File: src/hw/rtl/mrhd_pkg.sv
// ----------------------------------------------------------------------------
// mrhd_pkg
// Shared types, codes and elaboration helpers for the record header deframer.
// ----------------------------------------------------------------------------
package mrhd_pkg;

  // Kind of a result transaction
  typedef enum logic [1:0] {
    KIND_FIELD   = 2'd0,
    KIND_DESC    = 2'd1,
    KIND_PAYLOAD = 2'd2,
    KIND_VERDICT = 2'd3
  } mrhd_kind_t;

  // Header field identifiers
  typedef enum logic [2:0] {
    FID_GENERATION = 3'd0,
    FID_STREAM     = 3'd1,
    FID_FIRST_FRM  = 3'd2,
    FID_TIMESTAMP  = 3'd3,
    FID_FREQUENCY  = 3'd4,
    FID_FLAGS      = 3'd5,
    FID_PAY_LEN    = 3'd6,
    FID_NONE       = 3'd7
  } mrhd_fid_t;

  // Verdict / error codes
  typedef enum logic [3:0] {
    ERR_OK      = 4'd0,
    ERR_SHORT   = 4'd1,
    ERR_MAGIC   = 4'd2,
    ERR_VERSION = 4'd3,
    ERR_HEADER  = 4'd4,
    ERR_LENGTH  = 4'd5,
    ERR_PAYLOAD = 4'd6,
    ERR_FLAGS   = 4'd7,
    ERR_ZERO    = 4'd8
  } mrhd_err_t;

  localparam int          CNT_W      = 18;
  localparam logic [17:0] CNT_MAX    = 18'h3FFFF;
  localparam logic [17:0] HDR_BYTES  = 18'd116;
  localparam logic [31:0] MAGIC_WORD = 32'h3154414d;
  localparam logic [31:0] FLAG_MASK  = 32'h0000000f;

  localparam int QUEUE_DEPTH = 4;
  localparam int QPTR_W      = $clog2(QUEUE_DEPTH);

  // One classified input byte: an optional data transaction and an optional verdict
  typedef struct packed {
    logic        has_item;
    mrhd_kind_t  kind;
    mrhd_fid_t   field_id;
    logic [63:0] value;
    logic [15:0] index;
    logic        has_verdict;
    mrhd_err_t   verdict;
  } mrhd_entry_t;

  // Number of trailing zero bits of a positive constant
  function automatic int trail_zeros(input int v);
    int n;
    int t;
    n = 0;
    t = v;
    for (int i = 0; i < 13; i++) begin
      if (t[0] == 1'b0) begin
        n = n + 1;
        t = t >> 1;
      end
    end
    return n;
  endfunction

  // Multiplicative inverse of an odd value modulo 2^18 (Newton iteration)
  function automatic logic [17:0] inv_mod18(input logic [17:0] odd);
    logic [35:0] p;
    logic [35:0] q;
    logic [17:0] x;
    x = odd;
    for (int i = 0; i < 4; i++) begin
      p = 36'(x) * 36'(odd);
      q = 36'(x) * 36'(18'd2 - p[17:0]);
      x = q[17:0];
    end
    return x;
  endfunction

endpackage

File: src/hw/rtl/mrhd_front.sv
// ----------------------------------------------------------------------------
// mrhd_front
// Counts record bytes, assembles header words, runs the header checks and
// classifies each byte into a queue entry.
// ----------------------------------------------------------------------------
module mrhd_front #(
  parameter int MAX_PAYLOAD   = 65536,
  parameter int FRAME_BYTES   = 4,
  parameter int VERSION_MAJOR = 1
) (
  input  logic                 clk,
  input  logic                 rst_n,
  input  logic                 accept,
  input  logic [7:0]           data_byte,
  input  logic                 frame_end,
  output logic                 entry_push,
  output mrhd_pkg::mrhd_entry_t entry
);

  // Divisibility by FRAME_BYTES: low zero bits, then exact-division test
  // against the odd factor through its modular inverse.
  localparam int          FrameTz   = mrhd_pkg::trail_zeros(FRAME_BYTES);
  localparam int          FrameOdd  = FRAME_BYTES >> FrameTz;
  localparam logic [17:0] FrameInv  = mrhd_pkg::inv_mod18(18'(FrameOdd));
  localparam logic [17:0] FrameLim  = 18'((2**18 - 1) / FrameOdd);
  localparam logic [17:0] FrameMask = 18'((1 << FrameTz) - 1);

  logic [17:0]          cnt_r, cnt_nxt;
  logic [63:0]          wa_r, wa_nxt;
  logic [31:0]          total_r, total_nxt;
  mrhd_pkg::mrhd_err_t  ferr_r, ferr_nxt;

  logic [31:0] w32;
  logic [15:0] w16;
  logic [17:0] pay_low;
  logic [17:0] pay_shr;
  logic [35:0] pay_prod;
  logic        pay_div_ok;
  logic [32:0] pay_sum;

  mrhd_pkg::mrhd_err_t err;
  mrhd_pkg::mrhd_err_t verdict;
  mrhd_pkg::mrhd_entry_t e;

  // last four / two bytes including the current one
  assign w32      = {data_byte, wa_r[63:40]};
  assign w16      = {data_byte, wa_r[63:56]};
  assign pay_low  = w32[17:0];
  assign pay_shr  = pay_low >> FrameTz;
  assign pay_prod = 36'(pay_shr) * 36'(FrameInv);
  assign pay_div_ok = ((pay_low & FrameMask) == 18'd0) && (pay_prod[17:0] <= FrameLim);
  assign pay_sum  = 33'(w32) + 33'(mrhd_pkg::HDR_BYTES);

  always_comb begin
    wa_nxt    = {data_byte, wa_r[63:8]};
    cnt_nxt   = (cnt_r < mrhd_pkg::CNT_MAX) ? cnt_r + 18'd1 : cnt_r;
    total_nxt = total_r;
    ferr_nxt  = ferr_r;
    err       = mrhd_pkg::ERR_OK;
    verdict   = mrhd_pkg::ERR_OK;

    e             = '0;
    e.kind        = mrhd_pkg::KIND_FIELD;
    e.field_id    = mrhd_pkg::FID_NONE;
    e.verdict     = mrhd_pkg::ERR_OK;

    if (ferr_r == mrhd_pkg::ERR_OK) begin
      case (cnt_r)
        18'd3: begin
          if (w32 != mrhd_pkg::MAGIC_WORD) err = mrhd_pkg::ERR_MAGIC;
        end
        18'd5: begin
          if (w16 != 16'(VERSION_MAJOR)) err = mrhd_pkg::ERR_VERSION;
        end
        18'd7: begin
          if (w16 != 16'd0) err = mrhd_pkg::ERR_VERSION;
        end
        18'd9: begin
          if (w16 != 16'(mrhd_pkg::HDR_BYTES)) err = mrhd_pkg::ERR_HEADER;
        end
        18'd11: begin
          // reserved word must be zero
          if (w16 != 16'd0) err = mrhd_pkg::ERR_HEADER;
        end
        18'd15: begin
          total_nxt = w32;
        end
        18'd19: begin
          e.value = 64'(w32);
          if ((w32 & ~mrhd_pkg::FLAG_MASK) != 32'd0) err = mrhd_pkg::ERR_FLAGS;
          else begin
            e.has_item = 1'b1;
            e.field_id = mrhd_pkg::FID_FLAGS;
          end
        end
        18'd27, 18'd35, 18'd75: begin
          e.value = wa_nxt;
          if (wa_nxt == 64'd0) err = mrhd_pkg::ERR_ZERO;
          else begin
            e.has_item = 1'b1;
            e.field_id = (cnt_r == 18'd27) ? mrhd_pkg::FID_GENERATION :
                         (cnt_r == 18'd35) ? mrhd_pkg::FID_STREAM :
                                             mrhd_pkg::FID_FREQUENCY;
          end
        end
        18'd59, 18'd67: begin
          e.value    = wa_nxt;
          e.has_item = 1'b1;
          e.field_id = (cnt_r == 18'd59) ? mrhd_pkg::FID_FIRST_FRM :
                                           mrhd_pkg::FID_TIMESTAMP;
        end
        18'd79: begin
          e.value = 64'(w32);
          if (w32 == 32'd0 || w32 > 32'(MAX_PAYLOAD) || !pay_div_ok)
            err = mrhd_pkg::ERR_PAYLOAD;
          else if (pay_sum != 33'(total_r))
            err = mrhd_pkg::ERR_LENGTH;
          else begin
            e.has_item = 1'b1;
            e.field_id = mrhd_pkg::FID_PAY_LEN;
          end
        end
        default: begin
          if (cnt_r >= 18'd36 && cnt_r < 18'd52) begin
            e.has_item = 1'b1;
            e.kind     = mrhd_pkg::KIND_DESC;
            e.value    = 64'(data_byte);
            e.index    = 16'(cnt_r - 18'd36);
          end else if (cnt_r >= 18'd80 && cnt_r < mrhd_pkg::HDR_BYTES) begin
            e.has_item = 1'b1;
            e.kind     = mrhd_pkg::KIND_DESC;
            e.value    = 64'(data_byte);
            e.index    = 16'(cnt_r - 18'd64);
          end else if (cnt_r >= mrhd_pkg::HDR_BYTES) begin
            if (32'(cnt_r) >= total_r) err = mrhd_pkg::ERR_LENGTH;
            else begin
              e.has_item = 1'b1;
              e.kind     = mrhd_pkg::KIND_PAYLOAD;
              e.value    = 64'(data_byte);
              e.index    = cnt_r[15:0] - 16'(mrhd_pkg::HDR_BYTES);
            end
          end
        end
      endcase

      if (err != mrhd_pkg::ERR_OK) begin
        ferr_nxt   = err;
        e.has_item = 1'b0;
      end
      if (e.has_item && e.kind != mrhd_pkg::KIND_FIELD) e.field_id = mrhd_pkg::FID_GENERATION;
    end

    if (!e.has_item) begin
      e.field_id = mrhd_pkg::FID_GENERATION;
      e.value    = '0;
    end

    if (frame_end) begin
      verdict = ferr_nxt;
      if (verdict == mrhd_pkg::ERR_OK) begin
        if (cnt_nxt < mrhd_pkg::HDR_BYTES) verdict = mrhd_pkg::ERR_SHORT;
        else if (32'(cnt_nxt) != total_nxt) verdict = mrhd_pkg::ERR_LENGTH;
      end
      e.has_verdict = 1'b1;
      e.verdict     = verdict;
      // record closed: back to reset state
      cnt_nxt   = '0;
      wa_nxt    = '0;
      total_nxt = '0;
      ferr_nxt  = mrhd_pkg::ERR_OK;
    end
  end

  assign entry      = e;
  assign entry_push = accept && (e.has_item || e.has_verdict);

  always_ff @(posedge clk) begin
    if (!rst_n) begin
      cnt_r   <= '0;
      wa_r    <= '0;
      total_r <= '0;
      ferr_r  <= mrhd_pkg::ERR_OK;
    end else if (accept) begin
      cnt_r   <= cnt_nxt;
      wa_r    <= wa_nxt;
      total_r <= total_nxt;
      ferr_r  <= ferr_nxt;
    end
  end

endmodule

File: src/hw/rtl/mrhd_queue.sv
// ----------------------------------------------------------------------------
// mrhd_queue
// Short first-in first-out queue of classified entries between front and back.
// ----------------------------------------------------------------------------
module mrhd_queue (
  input  logic                  clk,
  input  logic                  rst_n,
  input  logic                  push,
  input  mrhd_pkg::mrhd_entry_t wr_data,
  output logic                  full,
  input  logic                  pop,
  output mrhd_pkg::mrhd_entry_t rd_data,
  output logic                  empty
);

  mrhd_pkg::mrhd_entry_t slot_r [mrhd_pkg::QUEUE_DEPTH];

  logic [mrhd_pkg::QPTR_W-1:0] wptr_r, wptr_nxt;
  logic [mrhd_pkg::QPTR_W-1:0] rptr_r, rptr_nxt;
  logic [mrhd_pkg::QPTR_W:0]   cnt_r, cnt_nxt;
  logic                        do_push, do_pop;

  assign full    = (cnt_r == (mrhd_pkg::QPTR_W + 1)'(mrhd_pkg::QUEUE_DEPTH));
  assign empty   = (cnt_r == '0);
  assign do_push = push && !full;
  assign do_pop  = pop && !empty;
  assign rd_data = slot_r[rptr_r];

  always_comb begin
    wptr_nxt = do_push ? wptr_r + 1'b1 : wptr_r;
    rptr_nxt = do_pop  ? rptr_r + 1'b1 : rptr_r;
    cnt_nxt  = cnt_r;
    if (do_push && !do_pop) cnt_nxt = cnt_r + 1'b1;
    else if (!do_push && do_pop) cnt_nxt = cnt_r - 1'b1;
  end

  always_ff @(posedge clk) begin
    if (!rst_n) begin
      wptr_r <= '0;
      rptr_r <= '0;
      cnt_r  <= '0;
    end else begin
      wptr_r <= wptr_nxt;
      rptr_r <= rptr_nxt;
      cnt_r  <= cnt_nxt;
    end
  end

  always_ff @(posedge clk) begin
    if (do_push) slot_r[wptr_r] <= wr_data;
  end

endmodule

File: src/hw/rtl/mrhd_back.sv
// ----------------------------------------------------------------------------
// mrhd_back
// Drains queue entries into the result register, one transaction per cycle
// while out_pop is high; an entry with data and a verdict yields the data first.
// ----------------------------------------------------------------------------
module mrhd_back (
  input  logic                  clk,
  input  logic                  rst_n,
  input  logic                  q_empty,
  input  mrhd_pkg::mrhd_entry_t q_head,
  output logic                  q_pop,
  input  logic                  out_pop,
  output logic                  out_empty,
  output logic [1:0]            out_item_kind,
  output logic [2:0]            out_field_id,
  output logic [63:0]           out_field_value,
  output logic [15:0]           out_byte_index,
  output logic [3:0]            out_verdict,
  output logic                  out_is_last
);

  logic                valid_r, valid_nxt;
  logic                pend_r, pend_nxt;
  mrhd_pkg::mrhd_err_t pend_verdict_r, pend_verdict_nxt;
  logic                load;
  logic                take_item;

  logic [1:0]  kind_r, kind_nxt;
  logic [2:0]  fid_r, fid_nxt;
  logic [63:0] value_r, value_nxt;
  logic [15:0] index_r, index_nxt;
  logic [3:0]  verdict_r, verdict_nxt;
  logic        last_r, last_nxt;

  assign load = !valid_r || out_pop;

  always_comb begin
    valid_nxt        = valid_r;
    pend_nxt         = pend_r;
    pend_verdict_nxt = pend_verdict_r;
    q_pop            = 1'b0;
    take_item        = 1'b0;
    kind_nxt         = kind_r;
    fid_nxt          = fid_r;
    value_nxt        = value_r;
    index_nxt        = index_r;
    verdict_nxt      = verdict_r;
    last_nxt         = last_r;

    if (load) begin
      valid_nxt = 1'b0;
      if (pend_r) begin
        valid_nxt   = 1'b1;
        pend_nxt    = 1'b0;
        kind_nxt    = mrhd_pkg::KIND_VERDICT;
        fid_nxt     = '0;
        value_nxt   = '0;
        index_nxt   = '0;
        verdict_nxt = pend_verdict_r;
        last_nxt    = 1'b1;
      end else if (!q_empty) begin
        valid_nxt = 1'b1;
        q_pop     = 1'b1;
        take_item = q_head.has_item;
        if (take_item) begin
          pend_nxt         = q_head.has_verdict;
          pend_verdict_nxt = q_head.verdict;
          kind_nxt         = q_head.kind;
          fid_nxt          = q_head.field_id;
          value_nxt        = q_head.value;
          index_nxt        = q_head.index;
          verdict_nxt      = '0;
          last_nxt         = 1'b0;
        end else begin
          kind_nxt    = mrhd_pkg::KIND_VERDICT;
          fid_nxt     = '0;
          value_nxt   = '0;
          index_nxt   = '0;
          verdict_nxt = q_head.verdict;
          last_nxt    = 1'b1;
        end
      end
    end
  end

  always_ff @(posedge clk) begin
    if (!rst_n) begin
      valid_r        <= 1'b0;
      pend_r         <= 1'b0;
      pend_verdict_r <= mrhd_pkg::ERR_OK;
    end else begin
      valid_r        <= valid_nxt;
      pend_r         <= pend_nxt;
      pend_verdict_r <= pend_verdict_nxt;
    end
  end

  always_ff @(posedge clk) begin
    kind_r    <= kind_nxt;
    fid_r     <= fid_nxt;
    value_r   <= value_nxt;
    index_r   <= index_nxt;
    verdict_r <= verdict_nxt;
    last_r    <= last_nxt;
  end

  assign out_empty       = !valid_r;
  assign out_item_kind   = kind_r;
  assign out_field_id    = fid_r;
  assign out_field_value = value_r;
  assign out_byte_index  = index_r;
  assign out_verdict     = verdict_r;
  assign out_is_last     = last_r;

endmodule

File: src/hw/rtl/media_record_header_deframer_unit.sv
// ----------------------------------------------------------------------------
// media_record_header_deframer_unit
// Record header deframer: checks a 116-byte little-endian header and forwards
// header fields, descriptor bytes, payload bytes and a closing verdict.
// ----------------------------------------------------------------------------
// Usage:
//   Input side is a queue: drive in_data_byte / in_frame_end and raise
//   in_push; the transaction is taken when in_full is low. in_frame_end
//   marks the last byte of a record.
//   Result side is a queue too: while out_empty is low the oldest result is
//   on the out_ ports; pulsing out_pop takes it.
//   Each byte yields zero or one data result; the final byte also yields a
//   verdict result (out_is_last = 1). Downstream keeps a record only when
//   the verdict is ok. After the first error in a record only its verdict
//   is produced.
// Timing:
//   One byte accepted per cycle while in_full is low. A byte is classified
//   and written into the entry queue when it is accepted; its result is
//   loaded into the result register once that register is free.
//   A byte that carries both a data result and a verdict occupies the result
//   register with each in turn, data result first; the four-entry queue absorbs that.
//   When the receiver stalls, the queue fills and in_full rises.
// Reset: rst_n (synchronous, low) empties the queue and result register and
//   restarts record parsing at byte zero.
// ----------------------------------------------------------------------------
module media_record_header_deframer_unit #(
  parameter int MAX_PAYLOAD   = 65536,
  parameter int FRAME_BYTES   = 4,
  parameter int VERSION_MAJOR = 1
) (
  input  logic        clk,
  input  logic        rst_n,
  input  logic        in_push,
  output logic        in_full,
  input  logic [7:0]  in_data_byte,
  input  logic        in_frame_end,
  output logic        out_empty,
  input  logic        out_pop,
  output logic [1:0]  out_item_kind,
  output logic [2:0]  out_field_id,
  output logic [63:0] out_field_value,
  output logic [15:0] out_byte_index,
  output logic [3:0]  out_verdict,
  output logic        out_is_last
);

  logic                  accept;
  logic                  entry_push;
  mrhd_pkg::mrhd_entry_t entry;
  logic                  q_full;
  logic                  q_empty;
  logic                  q_pop;
  mrhd_pkg::mrhd_entry_t q_head;

  // A byte transaction completes whenever the entry queue has room.
  assign in_full = q_full;
  assign accept  = in_push && !q_full;

  // Front: byte counter, word assembly, header checks, classification.
  mrhd_front #(
    .MAX_PAYLOAD   (MAX_PAYLOAD),
    .FRAME_BYTES   (FRAME_BYTES),
    .VERSION_MAJOR (VERSION_MAJOR)
  ) u_front (
    .clk        (clk),
    .rst_n      (rst_n),
    .accept     (accept),
    .data_byte  (in_data_byte),
    .frame_end  (in_frame_end),
    .entry_push (entry_push),
    .entry      (entry)
  );

  // Decoupling queue: front and back stall independently.
  mrhd_queue u_queue (
    .clk     (clk),
    .rst_n   (rst_n),
    .push    (entry_push),
    .wr_data (entry),
    .full    (q_full),
    .pop     (q_pop),
    .rd_data (q_head),
    .empty   (q_empty)
  );

  // Back: splits entries into result transactions in the output register.
  mrhd_back u_back (
    .clk             (clk),
    .rst_n           (rst_n),
    .q_empty         (q_empty),
    .q_head          (q_head),
    .q_pop           (q_pop),
    .out_pop         (out_pop),
    .out_empty       (out_empty),
    .out_item_kind   (out_item_kind),
    .out_field_id    (out_field_id),
    .out_field_value (out_field_value),
    .out_byte_index  (out_byte_index),
    .out_verdict     (out_verdict),
    .out_is_last     (out_is_last)
  );

endmodule

File: config.mk
export PLATFORM = sky130hd
export DESIGN_NAME = media_record_header_deframer_unit
export DESIGN_NICKNAME = d
export VERILOG_FILES = /design/src/hw/rtl/mrhd_pkg.sv /design/src/hw/rtl/mrhd_front.sv /design/src/hw/rtl/mrhd_queue.sv /design/src/hw/rtl/mrhd_back.sv /design/src/hw/rtl/media_record_header_deframer_unit.sv
export SDC_FILE = /design/constraint.sdc
export NUM_CORES = 1
export LEC_CHECK = 0
export BUFFER_PORTS_ARGS = -buffer_cell sky130_fd_sc_hd__buf_4
export CORE_MARGIN = 2
export CORE_UTILIZATION = 33
export CTS_CLUSTER_DIAMETER = 60
export CTS_CLUSTER_SIZE = 12
export DETAILED_ROUTE_END_ITERATION = 7
export GPL_TIMING_DRIVEN = 0
export PLACE_DENSITY = 0.44
export SYNTH_ARGS = -nofsm -noshare
export SYNTH_HDL_FRONTEND = slang
export SYNTH_SLANG_ARGS = --single-unit
File: constraint.sdc
create_clock -name clk -period 10.7 [get_ports clk]
set_input_delay 1.605 -clock clk [delete_from_list [all_inputs] [get_ports clk]]
set_output_delay 1.605 -clock clk [all_outputs]
set_load 0.02 [all_outputs]
# ---- Word level (Yosys, flattened, before mapping)
# Memory sizes are Yosys's and may differ from the RTL's. A register that Yosys moved wholly into a read port is not among the register bits.
# Index checks and enable logic that the tools add are counted.
dict set report totals {
  regBits 221
  mem_bits_rw 364
  input_bits 13
  output_inout_bits 92
  elab_cells 182
  mem_count 1
}
# name words width read_ports rd_clocked_by_memory_dff write_ports line
set memory_table {}
lappend memory_table {u_queue.slot_r 4 91 1 1 1 mrhd_queue.sv:16} ;# mrhd_pkg::mrhd_entry_t slot_r [mrhd_pkg::QUEUE_DEPTH];
dict set report classes {
  addsub 9
  n_lt_le_gt_ge 10
  eq_ne 20
  muxes 84
  n_bitwise 2
  reduce_logical 40
}
# cell count
set op_table {}
lappend op_table {{$mux 80} 3}
lappend op_table {{$mux 64} 3}
lappend op_table {{$pmux 64 s3} 1}
lappend op_table {{$mux 32} 3}
lappend op_table {{$mux 86} 1}
lappend op_table {{$mux 67} 1}
lappend op_table {{$logic_not 64->1} 1}
lappend op_table {{$mux 4} 15}
lappend op_table {{$eq 18x4->1 const B} 3}
lappend op_table {{$eq 18x7->1 const B} 3}
lappend op_table {{$mux 3} 18}
lappend op_table {{$mux 16} 3}
lappend op_table {{$eq 18x3->1 const B} 2}
lappend op_table {{$eq 18x5->1 const B} 2}
lappend op_table {{$eq 18x6->1 const B} 2}
lappend op_table {{$ge 18x7->1 const B} 2}
lappend op_table {{$lt 18x7->1 const B} 2}
lappend op_table {{$mux 18} 2}
lappend op_table {{$pmux 4 s9} 1}
lappend op_table {{$add 32x7->33 const B} 1}
lappend op_table {{$ne 33x32->1} 1}
lappend op_table {{$ge 18x32->1} 1}
lappend op_table {{$gt 32x17->1 const B} 1}
lappend op_table {{$logic_not 32->1} 1}
lappend op_table {{other kinds (41)} 92}

# ---- Logic depth before layout (Yosys ltp)
dict set report logic_depth {
  depth_word 21
  depth_mapped 20
  ltp_nobuf 17
}

# ---- Modules after synthesis
# From an unflattened synthesis, not the netlist that was laid out.
dict set report hier_totals {
  cells_unflattened 2109
  hier_area_um2 27121.0
}
# mod instances cells_per_inst area_per_inst_um2 seq_area_each_um2
set modules_own_cells {}
lappend modules_own_cells {mrhd_queue 1 523 13703.1 11110.7}
lappend modules_own_cells {mrhd_front 1 1357 9774.4 2202.1}
lappend modules_own_cells {mrhd_back 1 228 3629.7 2822.7}
lappend modules_own_cells {media_record_header_deframer_unit 1 1 13.8 0.0}

# ---- Worst setup path after synthesis
# No wires, ideal clock.
dict set report synth_path {
  path_kind {input -> register}
  startpoint {input in_data_byte[3]}
  endpoint {memory u_queue.slot_r[0][0] (netlist bit) (enable)}
  setup_time_ps 446
  arrival_time_ps 6246
  required_time_ps 10254
  setup_slack_ps 4009
  cell_stages 13
  path_buffers 3
  path_cell_list {buf_2 -> or4_1 -> nor4_2 -> o211ai_1 -> o21ai_1 -> o221ai_1 -> nor4b_1 -> o21a_1 -> nand2_1 -> inv_2 -> buf_2 -> buf_2 -> o211a_1}
}
# item line
set synth_rtl {}
lappend synth_rtl {{start: declaration} media_record_header_deframer_unit.sv:35} ;# input logic [7:0] in_data_byte,
lappend synth_rtl {{end: declaration} mrhd_queue.sv:16}

==> impl_metrics.json <==
{
  "criticalPathCategory": "in2reg",
  "syn_nets": 2087,
  "synthArstFlopShare_pct": 0,
  "grt_start_max_net_pins": 48,
  "setup_viol": 0,
  "ys_seq_elements": 579,
  "drtIter0Drc": 1386,
  "synth_commonest_cells": "edfxtp_1 (454), nor2b_1 (194), clkbuf_1 (125), dfxtp_1 (125)",
  "worstPathCellList": "clkbuf_1 -> or4_1 -> nor4_2 -> o211ai_1 -> o21ai_1 -> o221ai_1 -> nor4b_1 -> o21a_1 -> nand2_1 -> inv_2 -> buf_2 -> buf_2 -> o211a_4 -> buf_16",
  "die-area_um2": 83020,
  "critPathRequiredTime_ns": 10.97,
  "critPathMaxFanout": 47,
  "setup_tns_ns": 0,
  "synth_top_area_share_pct": 51.17,
  "core_area_um2": 80290,
  "grt_antenna_before_repair": 10,
  "cts_buffer_depth": 3,
  "skew_ns": 0.02970,
  "yosys-top-cells-area": "edfxtp_1 (51%), dfxtp_1 (9.4%), mux4_2 (7.6%)",
  "initial_core_util_pct": 33.18,
  "grt_pass1_vias": 17640,
  "p_leak_uw": 0.01052,
  "via_per_inst": 5.283,
  "worstPathArrival_ns": 6.90,
  "layout.nets": 2259,
  "clock_latency_ns": 0.62,
  "period_needed_ns": 6.621,
  "synthToLayoutAreaGrowth_pct": 16.17,
  "drt_wl_total_mm": 80.09,
  "cts-root-buf": "clkbuf_16",
  "drive_above_1_share_pct": 14.51,
  "synthDistinctLibCells": 83,
  "synth_area_um2": 26640,
  "track_usage_pct": 19.19,
  "cts_sinks": 579,
  "finalInstanceArea_um2": 30950,
  "cts_tree": "built",
  "syn_inst": 2036,
  "ant_nets": 0,
  "ir_drop_v": 0.0001077,
  "power_density_nw_per_um2": 213.5,
  "rsz0062_at_grt": "no",
  "cts_resized": 0,
  "synthMostInstantiatedCell": "edfxtp_1",
  "outcome": "finished clean",
  "max_stage_delay_ns": 0.93,
  "hold_viol": 0,
  "dr_total_vias": 17520,
  "drc": 0,
  "cts_hold_buf": 0,
  "path_common_cell": "buf_2",
  "grt_pass1_wl_mm": 117.7,
  "start_kind": "primary input",
  "fp.dieW_um": 288.1,
  "cpMaxStageDelayCell": "nor4_2",
  "clkTransAtPathRegs_ns": 0.06,
  "postSynthAreaPerCell_um2": 13.08,
  "rows": 104,
  "worst_pin_slew_ns": 1.388,
  "gp_congestion": 0.8607,
  "cts_setup_buffers": 0,
  "cts_buffers": 66,
  "wl_per_cell_um": 24.15,
  "ys_warn_count": 0,
  "io_pins": 105,
  "cts_htree_levels": 3,
  "yosysSeqAreaShare_pct": 60.57,
  "synth_edf_count": 454,
  "finalPower_uw": 6608,
  "drt_pre_antenna_iters": 6,
  "overflow": 0,
  "synth_top_cell_by_area": "edfxtp_1",
  "timing.final.crit_share_pct": 61.88,
  "max_freq_mhz": 151.0,
  "drv_cap": 0,
  "slew_headroom_pct": 6.641,
  "dpl.hpwl_mm": 56.37,
  "critPathCaptureType": "flop",
  "synth-main-ff-cell": "edfxtp_1",
  "hp-class": "reg2reg",
  "slew_violations": 0,
  "dpl_cell_area_um2": 28890,
  "die_h_um": 288.1,
  "io_buffers": 98,
  "final_util_pct": 38.55
}
==> stage by stage <==
step	setup WS, ns	hold slack, ns	std cells
6_report	4.079	0.5094	3317
3_5_place_dp	3.465	0.4990	3200
4_1_cts	4.106	0.5094	3314
5_1_grt	3.756	0.5330	3315
3_3_place_gp	0.9276	0.4952	3194
2_1_floorplan	4.009	0.4617	2036
==> metal layers <==
layer  part of all wire (%)  vias to the layer above  track usage (%)
met1                     46                     8821            26.69
li1                       -                     8080                -
met2                     46                      473            30.16
met5                  0.044                        -                0
met4                    3.0                        6            6.995
met3                    5.1                      143            3.341
==> flip-flops by register name (all words and copies together) (netlist names), 2 cells and up, named ones only <==
signal                  cells
u_queue.slot_r            364
u_back.out_field_value     64
u_front.wa_r               56
u_front.total_r            32
u_front.cnt_r              18
u_back.out_byte_index      16
u_back.out_verdict          4
u_back.pend_verdict_r       4
u_front.ferr_r              4
u_back.out_field_id         3
u_queue.cnt_r               3
u_back.out_item_kind        2
u_queue.rptr_r              2
u_queue.wptr_r              2
==> cells in the final DEF, fill, tap and decap left out, types with 7 or more instances in the layout <==
cell type	netlist	final
nor4b_1	8	8
ha_1	37	37
o21ai_0	34	34
buf_4	0	98
a21boi_0	8	8
mux4_2	90	90
clkbuf_16	0	67
or4_1	10	10
xor2_1	32	32
nor3b_1	8	8
buf_2	12	12
nor2_1	106	105
clkbuf_1	125	150
nand2_1	68	68
a211oi_1	10	10
dfxtp_1	125	125
a222oi_1	8	8
inv_6	0	7
mux2i_1	25	25
inv_1	39	39
a31oi_1	13	13
or3_1	16	16
and2_1	17	17
nand3_1	36	36
nor4_1	26	26
xnor2_1	64	64
nand4_1	26	26
nand2b_1	8	8
nor3_1	38	38
a21oi_1	106	106
and3_1	94	94
nor2b_1	194	194
and4_1	9	9
edfxtp_1	454	454
a21o_1	9	9
buf_1	16	16
a22oi_1	59	59
==> worst max-delay path, delay by kind of cell <==
kind,cells,cell delay [ns]
buffers and inverters,5,1.27
AND/OR/NAND/NOR,4,2.21
AO/OA/AOI/OAI,5,1.69
==> worst paths after layout <==
check                                        from                    end  slack, ns  depth (start not counted)
worst max-delay path              in_data_byte[7]  u_queue.slot_r[3][29]       4.08                         14
worst min-delay path            u_front.ferr_r[3]      u_front.ferr_r[3]       0.51                          2
worst max register to register   u_front.cnt_r[0]  u_queue.slot_r[3][29]       4.38                         15
worst min register to register  u_front.ferr_r[3]      u_front.ferr_r[3]       0.51                          2
==> report_power, final <==
group | internal, uW | switching (uW)
Clock | 1210 | 962
Sequential | 2780 | 78.7
Combinational | 629 | 941
Total | 4630 | 1980
==> area by class of cell <==
cell class                 count  area [um^2]
antenna                        3        7.507
timing repair buffer         104        885.9
fill                        7651        49340
sequential                   579        16140
buffer                       155        611.8
multi-input combinational   1262         9782
clock buffer                  93         1784
tap                         1060         1326
clock inverter                21        265.3
inverter                      40        150.1
==> logic make-up after synthesis <==
kind of cell | Yosys count | synth area share (%)
adders and majority gates | 38 | 1.813
xor gates and xnor gates | 96 | 3.156
buffers and inverters | 195 | 2.860
muxes | 117 | 8.632
DFF | 579 | 60.57
AOI/OAI and AO/OA | 320 | 8.069
and+or+nand+nor | 691 | 14.90
(Power assumes the default switching activity.)
